## src/hdl/swr_pkg.sv

```systemverilog
`timescale 1ns / 1ps

package swr_pkg;

    localparam int NUM_CH = 12;

    localparam int CMD_W   = 8;
    localparam int ADDR_W  = 8;
    localparam int DATA_W  = 8;
    localparam int CH_W    = 4;
    localparam int BOARD_W = 4;
    localparam int VOICE_W = 3;

    localparam int MUTE_W  = NUM_CH;
    localparam int BMAP_W  = NUM_CH * BOARD_W;
    localparam int VMAP_W  = NUM_CH * VOICE_W;
    localparam int CFG_W   = BMAP_W;
    localparam int CFG_IDX_W = 2;

    localparam logic [CFG_IDX_W-1:0] REG_MUTE_MASK   = 2'd0;
    localparam logic [CFG_IDX_W-1:0] REG_NODATA_MASK = 2'd1;
    localparam logic [CFG_IDX_W-1:0] REG_BOARD_MAP   = 2'd2;
    localparam logic [CFG_IDX_W-1:0] REG_VOICE_MAP   = 2'd3;

    localparam logic [VMAP_W-1:0] VOICE_MAP_RESET = 36'd2283156544;

    localparam logic [3:0] UPPER_PLAIN = 4'h0;
    localparam logic [3:0] UPPER_ALT   = 4'h5;
    localparam logic [2:0] TYPE_PSG    = 3'd0;
    localparam logic [2:0] TYPE_FM     = 3'd1;

    localparam logic [ADDR_W-1:0] ADDR_TIMER_LO  = 8'h24;
    localparam logic [ADDR_W-1:0] ADDR_TIMER_HI  = 8'h27;
    localparam logic [ADDR_W-1:0] ADDR_KEY_ON    = 8'h28;
    localparam logic [ADDR_W-1:0] ADDR_DAC_DATA  = 8'h2A;
    localparam logic [ADDR_W-1:0] ADDR_DAC_EN    = 8'h2B;
    localparam logic [ADDR_W-1:0] ADDR_GLOBAL_HI = 8'h2F;
    localparam logic [ADDR_W-1:0] ADDR_CH3_LO    = 8'hA8;
    localparam logic [ADDR_W-1:0] ADDR_CH3_HI    = 8'hAE;
    localparam logic [ADDR_W-1:0] ADDR_GLOBAL_LO = 8'hB8;

    localparam logic [DATA_W-1:0] MASK_LATCH_KEEP = 8'h9F;
    localparam logic [DATA_W-1:0] MASK_KEY_KEEP   = 8'hF8;
    localparam logic [ADDR_W-1:0] MASK_ADDR_KEEP  = 8'hFC;
    localparam logic [CMD_W-1:0]  CMD_DROPPED     = 8'hFF;

    localparam logic [CH_W-1:0] CH_FM_GLOBAL = 4'd0;
    localparam logic [CH_W-1:0] CH_FM_VOICE1 = 4'd1;
    localparam logic [CH_W-1:0] CH_FM_VOICE3 = 4'd3;
    localparam logic [CH_W-1:0] CH_FM_VOICE4 = 4'd4;
    localparam logic [CH_W-1:0] CH_DAC       = 4'd7;
    localparam logic [CH_W-1:0] CH_PSG_BASE  = 4'd8;
    localparam logic [CH_W-1:0] CH_NOISE     = 4'd11;

    typedef enum logic [1:0] {
        KIND_PLAIN,
        KIND_PSG_LATCH,
        KIND_KEY_ON,
        KIND_VOICE_REG
    } swr_kind_t;

    typedef struct packed {
        logic [CH_W-1:0]   chan;
        swr_kind_t         kind;
        logic              force_drop;
        logic              mute_chk;
        logic [CMD_W-1:0]  cmd;
        logic [ADDR_W-1:0] addr;
        logic [DATA_W-1:0] data;
    } swr_entry_t;

endpackage

```

## src/hdl/swr_front.sv

```systemverilog
`timescale 1ns / 1ps

module swr_front (
    input  logic                     aclk,
    input  logic                     aresetn,
    input  logic                     in_valid,
    input  logic [swr_pkg::CMD_W-1:0]  in_cmd,
    input  logic [swr_pkg::ADDR_W-1:0] in_addr,
    input  logic [swr_pkg::DATA_W-1:0] in_data,
    input  logic                     q_ready,
    output logic                     q_valid,
    output swr_pkg::swr_entry_t      q_entry
);
    import swr_pkg::*;

    logic [1:0]      latch_reg;
    logic [1:0]      latch_next;
    logic            cmd_ok;
    logic            is_psg;
    logic [2:0]      key_ch;
    logic [CH_W-1:0] voice_ch;

    assign cmd_ok = ((in_cmd[7:4] == UPPER_PLAIN) || (in_cmd[7:4] == UPPER_ALT)) &&
                    ((in_cmd[3:1] == TYPE_PSG) || (in_cmd[3:1] == TYPE_FM));
    assign is_psg = (in_cmd[3:1] == TYPE_PSG);
    assign key_ch = in_data[2:0];
    assign voice_ch = {2'b00, in_addr[1:0]} + (in_cmd[0] ? CH_FM_VOICE4 : CH_FM_VOICE1);

    always_comb begin
        latch_next = latch_reg;
        q_entry.chan       = CH_FM_GLOBAL;
        q_entry.kind       = KIND_PLAIN;
        q_entry.force_drop = 1'b0;
        q_entry.mute_chk   = 1'b0;
        q_entry.cmd        = in_cmd;
        q_entry.addr       = in_addr;
        q_entry.data       = in_data;
        if (!cmd_ok) begin
            q_entry.force_drop = 1'b1;
        end else if (is_psg) begin
            if (in_data[7]) begin
                latch_next = in_data[6:5];
                q_entry.chan     = CH_PSG_BASE + {2'b00, in_data[6:5]};
                q_entry.kind     = KIND_PSG_LATCH;
                q_entry.mute_chk = in_data[4];
            end else begin
                q_entry.chan = CH_PSG_BASE + {2'b00, latch_reg};
            end
        end else if (in_addr == ADDR_KEY_ON) begin
            q_entry.kind       = KIND_KEY_ON;
            q_entry.mute_chk   = 1'b1;
            q_entry.force_drop = (key_ch[1:0] == 2'd3);
            q_entry.chan       = (key_ch < 3'd3) ? {1'b0, key_ch} + 4'd1 : {1'b0, key_ch};
        end else if ((in_addr == ADDR_DAC_DATA) || (in_addr == ADDR_DAC_EN)) begin
            q_entry.chan     = CH_DAC;
            q_entry.mute_chk = (in_addr == ADDR_DAC_DATA);
        end else if (((in_addr >= ADDR_CH3_LO) && (in_addr <= ADDR_CH3_HI)) ||
                     ((in_addr >= ADDR_TIMER_LO) && (in_addr <= ADDR_TIMER_HI))) begin
            q_entry.chan = CH_FM_VOICE3;
        end else if ((in_addr <= ADDR_GLOBAL_HI) || (in_addr >= ADDR_GLOBAL_LO)) begin
            q_entry.chan = CH_FM_GLOBAL;
        end else begin
            q_entry.kind       = KIND_VOICE_REG;
            q_entry.force_drop = (in_addr[1:0] == 2'd3);
            q_entry.chan       = voice_ch;
        end
    end

    assign q_valid = in_valid;

    always_ff @(posedge aclk) begin
        if (!aresetn) begin
            latch_reg <= 2'd0;
        end else if (in_valid && q_ready) begin
            latch_reg <= latch_next;
        end
    end

endmodule

```

## src/hdl/swr_fifo.sv

```systemverilog
`timescale 1ns / 1ps

module swr_fifo (
    input  logic                aclk,
    input  logic                aresetn,
    input  logic                wr_valid,
    output logic                wr_ready,
    input  swr_pkg::swr_entry_t wr_entry,
    output logic                rd_valid,
    input  logic                rd_ready,
    output swr_pkg::swr_entry_t rd_entry
);
    import swr_pkg::*;

    swr_entry_t mem [2];
    logic       wr_ptr_reg;
    logic       rd_ptr_reg;
    logic [1:0] count_reg;
    logic [1:0] count_next;
    logic       push;
    logic       pop;

    assign wr_ready = (count_reg != 2'd2);
    assign rd_valid = (count_reg != 2'd0);
    assign rd_entry = mem[rd_ptr_reg];
    assign push = wr_valid && wr_ready;
    assign pop  = rd_valid && rd_ready;

    always_comb begin
        count_next = count_reg;
        if (push && !pop) begin
            count_next = count_reg + 2'd1;
        end else if (pop && !push) begin
            count_next = count_reg - 2'd1;
        end
    end

    always_ff @(posedge aclk) begin
        if (push) begin
            mem[wr_ptr_reg] <= wr_entry;
        end
    end

    always_ff @(posedge aclk) begin
        if (!aresetn) begin
            wr_ptr_reg <= 1'b0;
            rd_ptr_reg <= 1'b0;
            count_reg  <= 2'd0;
        end else begin
            count_reg <= count_next;
            if (push) begin
                wr_ptr_reg <= ~wr_ptr_reg;
            end
            if (pop) begin
                rd_ptr_reg <= ~rd_ptr_reg;
            end
        end
    end

endmodule

```

## src/hdl/swr_back.sv

```systemverilog
`timescale 1ns / 1ps

module swr_back (
    input  logic                       aclk,
    input  logic                       aresetn,
    input  logic                       q_valid,
    output logic                       q_ready,
    input  swr_pkg::swr_entry_t        q_entry,
    input  logic [swr_pkg::MUTE_W-1:0] mute_mask,
    input  logic [swr_pkg::MUTE_W-1:0] nodata_mask,
    input  logic [swr_pkg::BMAP_W-1:0] board_map,
    input  logic [swr_pkg::VMAP_W-1:0] voice_map,
    output logic                       out_valid,
    input  logic                       out_ready,
    output logic                       out_dropped,
    output logic [swr_pkg::CMD_W-1:0]  out_cmd,
    output logic [swr_pkg::ADDR_W-1:0] out_addr,
    output logic [swr_pkg::DATA_W-1:0] out_data
);
    import swr_pkg::*;

    logic                 valid_reg;
    logic                 dropped_reg;
    logic [CMD_W-1:0]     cmd_reg;
    logic [ADDR_W-1:0]    addr_reg;
    logic [DATA_W-1:0]    data_reg;
    logic                 dropped_next;
    logic [CMD_W-1:0]     cmd_next;
    logic [ADDR_W-1:0]    addr_next;
    logic [DATA_W-1:0]    data_next;
    logic [5:0]           board_pos;
    logic [5:0]           voice_pos;
    logic [BOARD_W-1:0]   board;
    logic [VOICE_W-1:0]   voice;
    logic [3:0]           voice_adj;
    logic                 port;

    assign board_pos = {q_entry.chan, 2'b00};
    assign voice_pos = {2'b00, q_entry.chan} + {1'b0, q_entry.chan, 1'b0};
    assign board = board_map[board_pos +: BOARD_W];
    assign voice = voice_map[voice_pos +: VOICE_W];
    assign voice_adj = (voice >= 3'd3) ? {1'b0, voice} + 4'd1 : {1'b0, voice};

    always_comb begin
        dropped_next = q_entry.force_drop || nodata_mask[q_entry.chan] ||
                       (q_entry.mute_chk && mute_mask[q_entry.chan]);
        port      = q_entry.cmd[0];
        addr_next = q_entry.addr;
        data_next = q_entry.data;
        unique case (q_entry.kind)
            KIND_PSG_LATCH: begin
                if (q_entry.chan != CH_NOISE) begin
                    data_next = (q_entry.data & MASK_LATCH_KEEP) | {voice, 5'b00000};
                end
            end
            KIND_KEY_ON: begin
                data_next = (q_entry.data & MASK_KEY_KEEP) | {4'b0000, voice_adj};
            end
            KIND_VOICE_REG: begin
                port      = voice_adj[2];
                addr_next = (q_entry.addr & MASK_ADDR_KEEP) | {6'b000000, voice_adj[1:0]};
            end
            default: begin
            end
        endcase
        cmd_next = {board, q_entry.cmd[3:1], port};
        if (dropped_next) begin
            cmd_next  = CMD_DROPPED;
            addr_next = q_entry.addr;
            data_next = q_entry.data;
        end
    end

    assign q_ready     = !valid_reg || out_ready;
    assign out_valid   = valid_reg;
    assign out_dropped = dropped_reg;
    assign out_cmd     = cmd_reg;
    assign out_addr    = addr_reg;
    assign out_data    = data_reg;

    always_ff @(posedge aclk) begin
        if (!aresetn) begin
            valid_reg <= 1'b0;
        end else if (q_ready) begin
            valid_reg <= q_valid;
        end
    end

    always_ff @(posedge aclk) begin
        if (q_ready && q_valid) begin
            dropped_reg <= dropped_next;
            cmd_reg     <= cmd_next;
            addr_reg    <= addr_next;
            data_reg    <= data_next;
        end
    end

endmodule

```

## src/hdl/sound_chip_write_router.sv

```systemverilog
`timescale 1ns / 1ps

// Routes one sound-chip write per transfer to a target board and voice. The front end
// decodes the command and address into one of twelve logical channels and tracks the
// last PSG latch channel; a two-entry queue then feeds the back end, which applies the
// channel's mute, no-data, board and voice settings and holds the result in an output
// register. One write is taken every clock cycle while the queue has room, and each result
// passes through the queue and then the output register before it is presented. Dropped
// writes carry m_tuser high and a command byte of all ones. Configuration must be written
// only while idle; the block itself does not enforce this.
module sound_chip_write_router (
    input  logic                          aclk,
    input  logic                          aresetn,
    input  logic                          cfg_wr_en,
    input  logic [swr_pkg::CFG_IDX_W-1:0] cfg_index,
    input  logic [swr_pkg::CFG_W-1:0]     cfg_wdata,
    input  logic                          s_tvalid,
    output logic                          s_tready,
    input  logic [23:0]                   s_tdata,  // in_cmd, in_addr, in_data
    output logic                          m_tvalid,
    input  logic                          m_tready,
    output logic [23:0]                   m_tdata,  // out_cmd, out_addr, out_data
    output logic                          m_tuser   // dropped
);
    import swr_pkg::*;

    logic [MUTE_W-1:0] mute_mask_reg;
    logic [MUTE_W-1:0] nodata_mask_reg;
    logic [BMAP_W-1:0] board_map_reg;
    logic [VMAP_W-1:0] voice_map_reg;

    logic       f_valid;
    logic       f_ready;
    swr_entry_t f_entry;
    logic       b_valid;
    logic       b_ready;
    swr_entry_t b_entry;

    always_ff @(posedge aclk) begin
        if (!aresetn) begin
            mute_mask_reg   <= '0;
            nodata_mask_reg <= '0;
            board_map_reg   <= '0;
            voice_map_reg   <= VOICE_MAP_RESET;
        end else if (cfg_wr_en) begin
            unique case (cfg_index)
                REG_MUTE_MASK:   mute_mask_reg   <= cfg_wdata[MUTE_W-1:0];
                REG_NODATA_MASK: nodata_mask_reg <= cfg_wdata[MUTE_W-1:0];
                REG_BOARD_MAP:   board_map_reg   <= cfg_wdata[BMAP_W-1:0];
                REG_VOICE_MAP:   voice_map_reg   <= cfg_wdata[VMAP_W-1:0];
                default: begin
                end
            endcase
        end
    end

    swr_front u_front (
        .aclk     (aclk),
        .aresetn  (aresetn),
        .in_valid (s_tvalid),
        .in_cmd   (s_tdata[7:0]),
        .in_addr  (s_tdata[15:8]),
        .in_data  (s_tdata[23:16]),
        .q_ready  (f_ready),
        .q_valid  (f_valid),
        .q_entry  (f_entry)
    );

    assign s_tready = f_ready;

    swr_fifo u_fifo (
        .aclk     (aclk),
        .aresetn  (aresetn),
        .wr_valid (f_valid),
        .wr_ready (f_ready),
        .wr_entry (f_entry),
        .rd_valid (b_valid),
        .rd_ready (b_ready),
        .rd_entry (b_entry)
    );

    swr_back u_back (
        .aclk        (aclk),
        .aresetn     (aresetn),
        .q_valid     (b_valid),
        .q_ready     (b_ready),
        .q_entry     (b_entry),
        .mute_mask   (mute_mask_reg),
        .nodata_mask (nodata_mask_reg),
        .board_map   (board_map_reg),
        .voice_map   (voice_map_reg),
        .out_valid   (m_tvalid),
        .out_ready   (m_tready),
        .out_dropped (m_tuser),
        .out_cmd     (m_tdata[7:0]),
        .out_addr    (m_tdata[15:8]),
        .out_data    (m_tdata[23:16])
    );

endmodule

```

## config.mk

```make
export PLATFORM = sky130hd
export DESIGN_NAME = sound_chip_write_router
export DESIGN_NICKNAME = d
export VERILOG_FILES = /design/src/hdl/swr_pkg.sv /design/src/hdl/swr_front.sv /design/src/hdl/swr_fifo.sv /design/src/hdl/swr_back.sv /design/src/hdl/sound_chip_write_router.sv
export SDC_FILE = /design/constraint.sdc
export NUM_CORES = 1
export LEC_CHECK = 0
export BUFFER_PORTS_ARGS = -buffer_cell sky130_fd_sc_hd__clkbuf_2
export CAP_MARGIN = 25
export CORE_ASPECT_RATIO = 1.4
export CORE_MARGIN = 5
export CORE_UTILIZATION = 30
export DETAILED_ROUTE_END_ITERATION = 12
export HOLD_SLACK_MARGIN = 0.03
export SETUP_SLACK_MARGIN = 0.05
export SYNTH_ARGS = -nofsm -noshare
export SYNTH_HDL_FRONTEND = slang
export SYNTH_HIERARCHICAL = 1
export SYNTH_SLANG_ARGS = --single-unit
```

## constraint.sdc

```tcl
create_clock -name aclk -period 7.99 [get_ports aclk]
set_input_delay 0.799 -clock aclk [delete_from_list [all_inputs] [get_ports aclk]]
set_output_delay 0.799 -clock aclk [all_outputs]
set_load 0.03 [all_outputs]
```

# Word-level counts from Yosys, hierarchy flattened
# Memories as Yosys holds them, arrays and structs flattened. A register that Yosys moved wholly into a read port is not among the register bits.
# Cells that the tools add are included.
dict set report totals {
  register_bits 140
  latch_bits 0
  ram_bits 64
  romBits 0
  output_inout_bits 27
  n_memories 1
}
dict set report classes {
  addsub 8
  multipliers 0
  n_div 0
  n_lt_le_gt_ge 9
  n_eq_ne 15
  n_shift 2
  muxes 36
  n_bitwise 5
  n_reduce_logical 29
}
# memory words width read_ports rd_clocked_by_memory_dff wr line
set mem_list {}
lappend mem_list {u_fifo.mem 2 32 1 1 1 swr_fifo.sv:15} ;# swr_entry_t mem [2];
# cell count
set op_table {}
lappend op_table {{variable part select 48 x 7 -> 4 bit} 1}
lappend op_table {{two-way mux 8 bit} 5}
lappend op_table {{variable part select 36 x 7 -> 3 bit} 1}
lappend op_table {{equality test 8 x 6 -> 1 bit (second input constant)} 3}
lappend op_table {{two-way mux 4 bit} 6}
lappend op_table {{>= comparator 8 bit (second input constant)} 2}
lappend op_table {{<= comparator 8 x 6 -> 1 bit (second input constant)} 2}
lappend op_table {{one-hot mux 8 bit (2 select lines)} 1}
lappend op_table {{two-way mux 1 bit} 14}
lappend op_table {{equality test 2 bit (second input constant)} 6}
lappend op_table {{two-way mux 3 bit} 4}
lappend op_table {{two-way mux 6 bit} 2}
lappend op_table {{adder 3 x 1 -> 4 bit (second input constant)} 2}
lappend op_table {{adder 4 x 2 -> 4 bit (first input constant)} 2}
lappend op_table {{binary-select mux 1 bit (select 4 bit)} 2}
lappend op_table {{>= comparator 8 x 6 -> 1 bit (second input constant)} 1}
lappend op_table {{<= comparator 8 bit (second input constant)} 1}
lappend op_table {{logical AND 1 bit} 8}
lappend op_table {{logical OR 1 bit} 8}
lappend op_table {{OR 8 x 2 -> 8 bit} 1}
lappend op_table {{OR 8 x 4 -> 8 bit} 1}
lappend op_table {{OR 8 bit} 1}
lappend op_table {{AND reduction 2 bit} 4}
lappend op_table {{adder 4 x 5 -> 6 bit} 1}
lappend op_table {{19 further kinds} 25}

# Depth between registers and ports, before layout
dict set report logic_depth {
  depth_word 8
  mapped_depth 17
  ltp_nobuf 13
}

# By module
# The synthesis kept the hierarchy.
# mod instances cells_each area_each_um2 seq_area_each_um2
set modules_own_cells {}
lappend modules_own_cells {sound_chip_write_router 1 419 4060.1 2162.1}
lappend modules_own_cells {swr_back 1 211 2773.9 770.7}
lappend modules_own_cells {swr_fifo 1 124 2551.2 2021.9}
lappend modules_own_cells {swr_front 1 99 714.4 40.0}

# Least setup slack after synthesis
# No wires, ideal clock.
dict set report synth_path {
  path_type {register to register}
  from {register (tool-made name)}
  to {register u_back.addr_reg[0], in the netlist u_back/out_addr[0], data pin}
  t_arrival_ps 4104
  setup_slack_ps 3624
  path_stages_with_launch 16
  path_buffers 3
  period_less_slack_ps 4366
  path_cell_list {dfxtp_1 > clkbuf_1 > buf_4 > mux2_2 > ha_1 > fa_1 > xor2_1 > clkbuf_1 > mux4_2 > nand3_1 > o21ai_1 > ha_1 > ha_1 > nand2b_1 > mux2i_1 > mux2_1}
}
# item line
set synth_lines {}
lappend synth_lines {{end signal: assignment} swr_back.sv:93} ;# addr_reg <= addr_next;
lappend synth_lines {{end: declaration} swr_back.sv:25} ;# logic [ADDR_W-1:0] addr_reg;

==> flow_summary.json <==
{
  "cp-end-kind": "register",
  "cts_max_level": 4,
  "maxCapViolations": 0,
  "power_leakage_nw": 4.380,
  "grtUsageMet1": 0.1574,
  "finalClockSkew_ns": 0.009239,
  "clock_path_buffers": 2,
  "layout_commonest_cell": "nand2_1",
  "startpoint_type": "register",
  "grt_pass1_vias": 6684,
  "io_buffers": 105,
  "cts_made_buffers": 17,
  "avgRoutedWirePerCell_um": 16.77,
  "hold_buffers": 0,
  "die-height_um": 223.7,
  "vias": 6440,
  "cts_setup_buffers": 0,
  "drc": 0,
  "required_ns": 8.18,
  "overflow": 0,
  "total_power_w": 0.003308,
  "path_class": "reg -> reg",
  "cts-root-buf": "clkbuf_16",
  "setup_viol": 0,
  "core_um2": 32300,
  "rsz0062_at_grt": "false",
  "fin_crit_sh": 0.5428,
  "die_x_um": 162.6,
  "start_util": 0.3029,
  "synthesis.nets": 930,
  "rr_worst_depth": 12,
  "clkTransAtPathRegs_ns": 0.07,
  "min_from": "board_map_reg[27]",
  "drt_pass1_iterations": 4,
  "synth_warnings": 6,
  "critPathSlowestCell": "mux4_1",
  "syn_area_um2": 9784,
  "row_count": 78,
  "syn-mean-instance-area_um2": 11.69,
  "slowest_delay_ns": 0.65,
  "vias_per_cell": 4.767,
  "globalRouteTotalUtil": 0.1264,
  "arrival_ns": 4.53,
  "io_pins": 106,
  "worst_pin_slew_ns": 0.8589,
  "max_slew_margin": 0.4257,
  "reg2reg_slack_ns": 3.65,
  "syn_to_final_growth_pct": 13.52,
  "cts_sinks": 197,
  "grt_util_met2": 0.2150,
  "fin_util": 0.3438,
  "finish.net_count": 991,
  "hold_path_class": "reg -> reg",
  "syn-instance-count": 837,
  "drive_above_1_share": 0.2547,
  "r2r_end": "u_back/out_addr[0]",
  "finalHoldViolCount": 0,
  "clock_latency_ns": 0.44,
  "fin_crit_ns": 4.337,
  "dp_hpwl_mm": 16.44,
  "diodes": 0,
  "max_freq_mhz": 230.6,
  "place_congestion": 0.8065,
  "fin_tns_setup_ns": 0,
  "hold_depth": 2,
  "min_to": "board_map_reg[27]",
  "grt_pass1_wl_mm": 36.26,
  "die_area_um2": 36380,
  "worstPathCellList": "buf_4 > mux2_2 > buf_4 > mux4_1 > mux4_2 > nand4_1 > o211ai_2 > ha_1 > ha_1 > nand2b_1 > mux2i_1 > mux2_1",
  "use_met3": 0.02816,
  "gr-max-usage-layer": "met2",
  "antenna_found_initial": 0,
  "grt_max_degree": 76,
  "fillers": 3221,
  "dr.first_iter.drc_count": 397,
  "cts_tree": "done",
  "status": "finished, final reports clean",
  "postRouteAntennaNets": 0,
  "peakVddDrop_v": 0.0001476,
  "worst-path-max-fanout": 46,
  "layout_common_cells": "nand2_1, dfxtp_1, mux2i_1",
  "largest_reg_flops": 56,
  "routed_wl_mm": 22.65,
  "cts_resized": 0,
  "maxSlewViolCount": 0,
  "powerDensity_nw_per_um2": 297.8
}
## report_power, final
part | total [W] | leakage (nW) | switching (W) | internal, W
Clock | 0.000814 | 0.260 | 0.000407 | 0.000407
Sequential | 0.00123 | 1.68 | 0.0000414 | 0.00119
Combinational | 0.00126 | 2.44 | 0.000721 | 0.000544
Total | 0.00331 | 4.38 | 0.00117 | 0.00214
## per-layer routing
| layer | wire, µm | vias up |
|---|---|---|
| met4 | 549 | 0 |
| met5 | 0 | - |
| li1 | - | 3154 |
| met2 | 11250 | 127 |
| met3 | 891 | 28 |
| met1 | 9958 | 3131 |
## worst max path at each step
stage	startpoint	end	slack [ns]	depth (start not counted)
2_1_floorplan	register	u_back/out_addr[0]	3.62	15
3_3_place_gp	register	u_back/out_addr[0]	3.46	12
3_5_place_dp	register	u_back/out_addr[0]	3.37	12
4_1_cts	register	u_back/out_addr[0]	3.37	12
5_1_grt	register	u_back/out_addr[0]	3.35	12
6_report	register	u_back/out_addr[0]	3.65	12
## worst max-delay path: cells and delay by family, from the launching register on
| family | cells | cell delay (ns) |
|---|---|---|
| AO/OA/AOI/OAI | 1 | 0.15 |
| AND/OR/NAND/NOR | 2 | 0.28 |
| buffers and inverters | 2 | 0.99 |
| multiplexers | 5 | 1.89 |
| flip-flops | 1 | 0.34 |
| adder cells (fa/ha/maj) | 2 | 0.41 |
## stage by stage
| step | hold WS, ns | worst slack (ns) | cells | instance area (µm²) |
|---|---|---|---|---|
| after floorplan | 0.4315 | 3.624 | 837 | 9784 |
| after global placement | 0.4389 | 3.461 | 1317 | 10500 |
| after detailed placement | 0.4468 | 3.373 | 1318 | 10530 |
| after CTS | 0.4607 | 3.373 | 1350 | 11080 |
| after global routing | 0.4772 | 3.354 | 1351 | 11110 |
| final | 0.4560 | 3.653 | 1351 | 11110 |
## final cells by class
class,instances,area (µm²),area share
Sequential cell,197,4755,0.4281
Multi-Input combinational cell,539,4496,0.4048
Timing Repair Buffer,117,658.1,0.05925
Tap cell,440,550.5,0.04957
Clock buffer,18,429.2,0.03864
Clock inverter,14,121.4,0.01093
Inverter,26,97.59,0.008787
Note: power is estimated with default switching activity, not from simulation.
